### src/rtl/vice_pkg.sv
// Shared types, constants and helpers for the vector instruction cycle estimator.
// No dependencies; used by vice_recip_div and vector_insn_cycle_estimator_top.

package vice_pkg;

    localparam int VL_BITS_DEF = 16;
    localparam int FUNC_W      = 4;
    localparam int EW_W        = 7;
    localparam int USER_W      = FUNC_W + 1;
    localparam int LANE_W      = 5;
    localparam int CFG_W       = 16;
    localparam int CFG_IDX_W   = 4;
    localparam int DEN_W       = 7;
    localparam int CNT_W       = 25;
    localparam int OFF_W       = CFG_W + 2;
    localparam int Q_FRAC      = 8;
    localparam int BEAT_BITS   = 64;
    localparam int EW_DEFAULT  = 32;
    localparam int LANES_DEF   = 4;

    localparam logic [CNT_W-1:0] CNT_MAX = '1;

    typedef enum logic [FUNC_W-1:0] {
        FUNC_UNKNOWN = 4'd0,
        FUNC_ALU     = 4'd1,
        FUNC_MUL     = 4'd2,
        FUNC_FMA     = 4'd3,
        FUNC_DIV     = 4'd4,
        FUNC_UNIT    = 4'd5,
        FUNC_STRIDED = 4'd6,
        FUNC_GATHER  = 4'd7,
        FUNC_REDINT  = 4'd8,
        FUNC_REDFP   = 4'd9,
        FUNC_OTHER   = 4'd10
    } func_t;

    typedef enum logic [CFG_IDX_W-1:0] {
        CFG_LANE_COUNT   = 4'd0,
        CFG_MEM_LATENCY  = 4'd1,
        CFG_SYNC         = 4'd2,
        CFG_STRIDE_BASE  = 4'd3,
        CFG_STRIDE_COST  = 4'd4,
        CFG_GATHER_START = 4'd5,
        CFG_GATHER_COST  = 4'd6,
        CFG_DRAIN        = 4'd7
    } cfg_idx_t;

    // control fields that ride along the pipeline with each item
    typedef struct packed {
        logic              kill;
        logic [FUNC_W-1:0] func;
        logic              ovh;
        logic [EW_W-1:0]   ew;
    } ctl_t;

    function automatic logic [2:0] ceil_log2_lanes(input logic [LANE_W-1:0] n);
        logic [2:0] r;
        if (n <= LANE_W'(1))
            r = 3'd0;
        else if (n <= LANE_W'(2))
            r = 3'd1;
        else if (n <= LANE_W'(4))
            r = 3'd2;
        else if (n <= LANE_W'(8))
            r = 3'd3;
        else if (n <= LANE_W'(16))
            r = 3'd4;
        else
            r = 3'd5;
        return r;
    endfunction

endpackage

### src/rtl/vice_recip_div.sv
// Three-stage unsigned divider: reciprocal multiply, back-multiply, one-step correction.
// Depends on vice_pkg for the default divisor width.

module vice_recip_div #(
    parameter int NUM_W = 18,
    parameter int DEN_W = vice_pkg::DEN_W
) (
    input  logic             clk,
    input  logic [2:0]       adv,
    input  logic [NUM_W-1:0] num,
    input  logic [DEN_W-1:0] den,
    input  logic [NUM_W:0]   recip,
    output logic [NUM_W-1:0] quo
);

    logic [2*NUM_W-1:0]       est_full;
    logic [NUM_W-1:0]         num_a_reg;
    logic [NUM_W-1:0]         num_b_reg;
    logic [NUM_W-1:0]         est_a_reg;
    logic [NUM_W-1:0]         est_b_reg;
    logic [DEN_W-1:0]         den_a_reg;
    logic [DEN_W-1:0]         den_b_reg;
    logic [NUM_W+DEN_W-1:0]   prod_b_reg;
    logic [NUM_W+DEN_W-1:0]   rem;
    logic [NUM_W-1:0]         quo_reg;

    // recip = floor(2^NUM_W / den): estimate is the quotient or one short
    assign est_full = num * recip;
    assign rem      = {{DEN_W{1'b0}}, num_b_reg} - prod_b_reg;
    assign quo      = quo_reg;

    always_ff @(posedge clk)
    begin
        if (adv[0])
        begin
            num_a_reg <= num;
            den_a_reg <= den;
            est_a_reg <= est_full[2*NUM_W-1:NUM_W];
        end
        if (adv[1])
        begin
            num_b_reg  <= num_a_reg;
            den_b_reg  <= den_a_reg;
            est_b_reg  <= est_a_reg;
            prod_b_reg <= est_a_reg * den_a_reg;
        end
        if (adv[2])
            quo_reg <= est_b_reg + NUM_W'(rem >= (NUM_W+DEN_W)'(den_b_reg));
    end

endmodule

### config.mk
export PLATFORM = sky130hd
export DESIGN_NAME = vice_recip_div
export DESIGN_NICKNAME = d
export VERILOG_FILES = /design/src/rtl/vice_pkg.sv /design/src/rtl/vice_recip_div.sv
export SDC_FILE = /design/constraint.sdc
export NUM_CORES = 1
export LEC_CHECK = 0
export BUFFER_PORTS_ARGS = -buffer_cell sky130_fd_sc_hd__buf_2
export CELL_PAD_IN_SITES_DETAIL_PLACEMENT = 1
export CELL_PAD_IN_SITES_GLOBAL_PLACEMENT = 1
export CORE_MARGIN = 8
export CORE_UTILIZATION = 56
export DETAILED_ROUTE_END_ITERATION = 8
export PLACE_DENSITY = 0.95
export RECOVER_POWER = 25
export SLEW_MARGIN = 20
export SYNTH_ARGS = -nofsm -noshare
export SYNTH_HDL_FRONTEND = slang
export SYNTH_SLANG_ARGS = --single-unit
export TNS_END_PERCENT = 20
### constraint.sdc
create_clock -name clk -period 15.6 [get_ports clk]
set_input_delay 3.12 -clock clk [delete_from_list [all_inputs] [get_ports clk]]
set_output_delay 3.12 -clock clk [all_outputs]
set_load 0.02 [all_outputs]
==> results of run 1 <==
## worst register-to-register path, cell delays in order (launching register included)
cell and delay, ns:
edfxtp_1 1.00, nand2_1 0.31, fa_1 0.64, inv_1 0.10
fa_1 0.57, fa_1 0.55, fa_1 0.54, ha_1 0.41
a21oi_1 0.32, o21ai_0 0.21, o21bai_1 0.29, o21a_1 0.28
a221o_1 0.39, o211ai_1 0.35, nor2b_1 0.24, xnor2_1 0.09
## area by class of cell
class | count | area [sq um] | share of cell area [%]
multi-input combinational | 1366 | 13800 | 66.5
sequential | 129 | 3870 | 18.7
inverter | 417 | 1570 | 7.56
tap | 455 | 569 | 2.75
clock buffer | 18 | 429 | 2.07
timing repair buffer | 66 | 320 | 1.55
clock inverter | 14 | 165 | 0.798
antenna | 7 | 17.5 | 0.0846
## path summary, 6_finish.rpt
path | slack [ns] | startpoint | cells after the start | to
max | 5.70 | num[3] | 20 | est_a_reg[14]
min | 0.42 | num_a_reg[4] | 0 | num_b_reg[4]
max reg2reg | 9.06 | den_a_reg[6] | 15 | prod_b_reg[22]
min reg2reg | 0.42 | num_a_reg[4] | 0 | num_b_reg[4]
## Yosys cell counts, types with 2 or more instances
library cell and count:
xor2_1 17, ha_1 174, and3_1 8, nand2_1 324
a211oi_1 10, nand3_1 15, o221ai_1 2, clkbuf_1 67
o22ai_1 2, nor3_1 15, or3_1 6, and2_1 176
a21oi_1 41, a221o_1 2, nand2b_1 5, or2_2 3
inv_1 416, nor2_1 43, a31oi_1 2, a21o_1 19
o21ai_0 14, o21bai_1 8, o2111ai_1 2, xnor2_1 51
a211o_1 4, mux2i_1 3, o21a_1 14, nand4_1 6
o211ai_1 4, o21ai_1 9, a221oi_1 3, o31ai_1 3
a41oi_1 2, edfxtp_1 129, nor2b_1 11, fa_1 349
## routing by layer
metal,vias up,global-route usage [%]
met5,-,0
met1,7984,37.6
met3,504,8.50
met4,0,27.2
li1,6112,-
met2,1171,58.7
## per-stage QoR
step | setup slack [ns] | instance area [sq um]
detailed placement | 5.94 | 20100
floorplan | 6.54 | 19500
global route | 5.54 | 20700
CTS | 6.32 | 20700
finish | 5.70 | 20700
global placement | 6.26 | 20100
## cells by family (layout without fill, tap and decap cells)
family,after synthesis,in the layout
buffers and inverters,485,515
flip-flops,129,129
AND/OR/NAND/NOR,620,620
other,0,7
XOR/XNOR,68,68
multiplexers,3,3
AO/OA/AOI/OAI,152,152
adder cells (fa/ha/maj),523,523
==> reports/metrics.cfg, run 1 <==
[sta]
fmax_mhz=101
tns_ns=0
whs_ns=0.420
finalHoldViolCount=0
post-route-period-util_pct=63.5
drv_slew=0
slew_headroom_pct=7.37
finalCriticalPeriod_ns=9.90
fin_skew_ns=0.0166
rsz0062_at_grt=false
worst_pin_slew_ns=1.39
setup_viol=0

[yosys]
synthAdderAreaFrac_pct=47.1
synth-edff-count=129
async_reset_ff_share_pct=0
syn-num-nets=2551
synthMuxAreaShare_pct=0.154
synth_area_leader_cell=fa_1
synth_compound_area_share_pct=5.26
synthTopCellsByArea=fa_1 (36%), edfxtp_1 (20%), ha_1 (11%)
ys_seq_area_share_pct=19.9
netlist_area_sq_um=19500
yosys.area_share.simple_pct=15.1
yosysTopAreaCellShare_pct=35.9
synth_cell_type_count=57
synth.avg_cell_area_sq_um=9.82
yosysWarnings=0
syn_inst=1980
synth-xor-area-share_pct=3.06
synth_top_family_by_area=adder cells
synth_top_flop_cell=edfxtp_1
ys_seq_elements=129

[setup_path]
endpoint_kind=register
crit_chain=clkbuf_1 > nand2_1 > fa_1 > fa_1 > fa_1 > inv_1 > fa_1 > fa_1 > inv_1 > fa_1 > inv_1 > ha_1 > nand4_1 > nor2_1 > a221o_1 > a21oi_1 > a21oi_1 > a21oi_1 > o21bai_1 > xor2_1
critical_path.max_stage_delay_ns=0.82
arrival_ns=10.14
critical_path_class=in2reg
cpLargestDelayFamily=adder cells
worstPathRequired_ns=15.84
critPathMaxFanout=20
cpMostUsedCell=fa_1
start_kind=input port
path_buf_inv=4
slowest_stage=clkbuf_1

[grt]
grt_pass1_vias=18872
grt_overflow=0
track_usage_pct=34.9
grt_first_pass_wirelength_um=109000
grt_max_degree=69
antenna_found_initial=7

[cts]
cts_tree=done
cts.hold.buffers_added=0
clock_path_buffers=2
numCtsBuffers=17
htree_num_levels=4
cts_resized=0
post_cts_buffers=0
cts_root_buffer=clkbuf_16
cts.sinks=129
worst_skew_pair.late_latency_ns=0.44
clk_pin_slew_ns=0.07

[floorplanning]
dieArea_sq_um=41000
ios=66
dieWidth_um=202
core.rowCount=68
coreArea_sq_um=34400
die_h_um=202
start_util_pct=56.6

[routing]
drt.antenna.violating_nets=0
met3_length_um=6770
drtIter0Drc=1517
via_count=15771
drc=0
routed_wl_um=72400
routed.top_layer=met4
dr.pass1.iters=8
met1Wirelength_um=24100
wl_met2_um=35100
viasPerCell=6.38
wl_per_cell_um=29.3

[cells_and_area]
fillCellCount=3778
syn_to_final_growth_pct=6.41
drive_gt1_share_pct=4.78
largest_register_ff_count=25
nets=2568
layout_commonest_cell=inv_1
layout.cells.non_filler=2472
most-common-layout-cells=inv_1 (416), fa_1 (349), nand2_1 (324)
final_util_pct=60.2

[placement]
placed_cells=2433
numPortBuffers=65
gp_congestion=0.851
dp_hpwl_um=48700

[hold_path]
min_path_type=reg2reg

[flow_run]
drv_cap=0

[outcome]
outcome=complete, no violations

Power of run 1 is not shown: default switching activity piles up to over one toggle a cycle in this logic, so the estimate is an artifact.
==> run 2: changes to the inputs <==
--- a/config.mk
+++ b/config.mk
@@ -9,7 +9,7 @@
 export CELL_PAD_IN_SITES_DETAIL_PLACEMENT = 1
 export CELL_PAD_IN_SITES_GLOBAL_PLACEMENT = 1
 export CORE_MARGIN = 8
-export CORE_UTILIZATION = 56
+export CORE_UTILIZATION = 52
 export DETAILED_ROUTE_END_ITERATION = 8
 export PLACE_DENSITY = 0.95
 export RECOVER_POWER = 25
==> constraint.sdc (replaced) <==
create_clock -name clk -period 10 [get_ports clk]
set_input_delay 2 -clock clk [delete_from_list [all_inputs] [get_ports clk]]
set_output_delay 2 -clock clk [all_outputs]
set_load 0.02 [all_outputs]
==> reports/metrics.cfg, run 2 (synthesis gave the netlist of run 1 again) <==
[outcome]
outcome=complete, no violations  ; unchanged

[cts]
numCtsBuffers=17  ; unchanged
cts_resized=0  ; unchanged
cts_tree=done  ; unchanged
post_cts_buffers=0  ; unchanged
worst_skew_pair.late_latency_ns=0.46  ; was 0.44 ns
clock_path_buffers=2  ; unchanged
cts_root_buffer=clkbuf_16  ; unchanged
cts.sinks=129  ; unchanged
clk_pin_slew_ns=0.06  ; was 0.07 ns
cts.hold.buffers_added=0  ; unchanged
htree_num_levels=4  ; unchanged

[setup_path]
critical_path_class=in2reg  ; unchanged
start_kind=input port  ; unchanged
arrival_ns=9.41  ; was 10.14 ns
endpoint_kind=register  ; unchanged
worstPathRequired_ns=10.20  ; was 15.84 ns
critPathMaxFanout=20  ; unchanged

[floorplanning]
start_util_pct=52.3  ; was 56.6%
die_h_um=209  ; was 202 um
dieWidth_um=209  ; was 202 um
core.rowCount=71  ; was 68
coreArea_sq_um=37200  ; was 34400 sq um
dieArea_sq_um=43900  ; was 41000 sq um
ios=66  ; unchanged

[sta]
drv_slew=0  ; unchanged
post-route-period-util_pct=92.0
rsz0062_at_grt=false  ; unchanged
tns_ns=0  ; unchanged
finalCriticalPeriod_ns=9.20
worst_pin_slew_ns=1.46  ; was 1.39 ns
fmax_mhz=109
finalHoldViolCount=0  ; unchanged
setup_viol=0  ; unchanged
slew_headroom_pct=2.59  ; was 7.37%
fin_skew_ns=0.0157  ; was 0.0166 ns

[grt]
grt_pass1_vias=18529  ; was 18872
grt_first_pass_wirelength_um=108000  ; was 109000 um
track_usage_pct=32.6  ; was 34.9%
grt_overflow=0  ; unchanged
antenna_found_initial=5  ; was 7
grt_max_degree=69  ; unchanged

[routing]
via_count=15489  ; was 15771
drtIter0Drc=1310  ; was 1517
drc=0  ; unchanged
drt.antenna.violating_nets=0  ; unchanged
routed_wl_um=70200  ; was 72400 um
viasPerCell=6.23  ; was 6.38
dr.pass1.iters=5  ; was 8
wl_per_cell_um=28.2  ; was 29.3 um

[placement]
dp_hpwl_um=48200  ; was 48700 um
numPortBuffers=65  ; unchanged
gp_congestion=0.900  ; was 0.851

[cells_and_area]
most-common-layout-cells=inv_1 (416), fa_1 (349), nand2_1 (324)  ; unchanged
largest_register_ff_count=25  ; unchanged
layout_commonest_cell=inv_1  ; unchanged
fillCellCount=4144  ; was 3778
syn_to_final_growth_pct=6.52  ; was 6.41%
nets=2568  ; unchanged
drive_gt1_share_pct=4.53  ; was 4.78%

[flow_run]
drv_cap=0  ; unchanged

[hold_path]
min_path_type=reg2reg  ; unchanged

## run 2: cell types whose count changed in the layout (fill, tap and decap cells not counted), sizes merged
cell,before,now
bufinv,2,3
clkbuf,30,34
clkinvlp,1,4
buf,54,50
inv,425,423
diode,7,3
clkinv,3,1
## run 2: routing by layer
| layer | part of all wire [%] | GRT usage, % | vias up |
|---|---|---|---|
| met3 | 8.7 | 8.43 | 431 |
| met2 | 50 | 55.6 | 1056 |
| li1 | - | - | 6116 |
| met1 | 34 | 34.9 | 7882 |
| met5 | 0.041 | 0 | - |
| met4 | 7.9 | 23.4 | 4 |
## run 2: path summary, 6_finish.rpt
kind                      start        endpoint  slack [ns]  cells past startpoint
setup / recovery        num[12]   est_a_reg[16]        0.80                     23
hold / removal    num_a_reg[15]   num_b_reg[15]        0.42                      0
setup reg to reg   den_a_reg[2]  prod_b_reg[23]        3.27                     16
hold reg to reg   num_a_reg[15]   num_b_reg[15]        0.42                      0
## run 2: area by class of cell
type	instances	area, sq um	share of cell area (%)
multi-input combinational	1366	13800	66.4
sequential	129	3870	18.7
inverter	417	1570	7.55
tap	474	593	2.86
clock buffer	18	429	2.07
timing repair buffer	66	315	1.52
clock inverter	14	179	0.863
antenna	3	7.51	0.0362
## run 2: worst max-delay path: stages
cell,delay [ns]
clkbuf_1,1.04
nand2_1,0.28
fa_1,0.62
inv_1,0.16
fa_1,0.49
inv_1,0.11
fa_1,0.52
inv_1,0.07
fa_1,0.44
fa_1,0.51
inv_1,0.06
fa_1,0.48
inv_1,0.31
ha_1,0.37
a21o_1,0.20
a21o_1,0.20
a211oi_1,0.26
o21bai_1,0.13
a21oi_1,0.32
a21oi_1,0.23
a211o_1,0.33
a21oi_1,0.18
xnor2_1,0.09
## run 2: metrics by stage
step	hold slack, ns	instances	instance area (sq um)	setup slack (ns)	util, %
after detailed placement	0.406	2452	20100	1.50	54.1
final	0.421	2487	20700	0.797	55.7
after global routing	0.435	2485	20700	0.653	55.7
after global placement	0.402	2452	20100	1.76	54.1
after floorplan	0.400	1980	19500	2.06	-
after CTS	0.422	2484	20700	1.90	55.7
Power of run 2 is left out for the same reason.
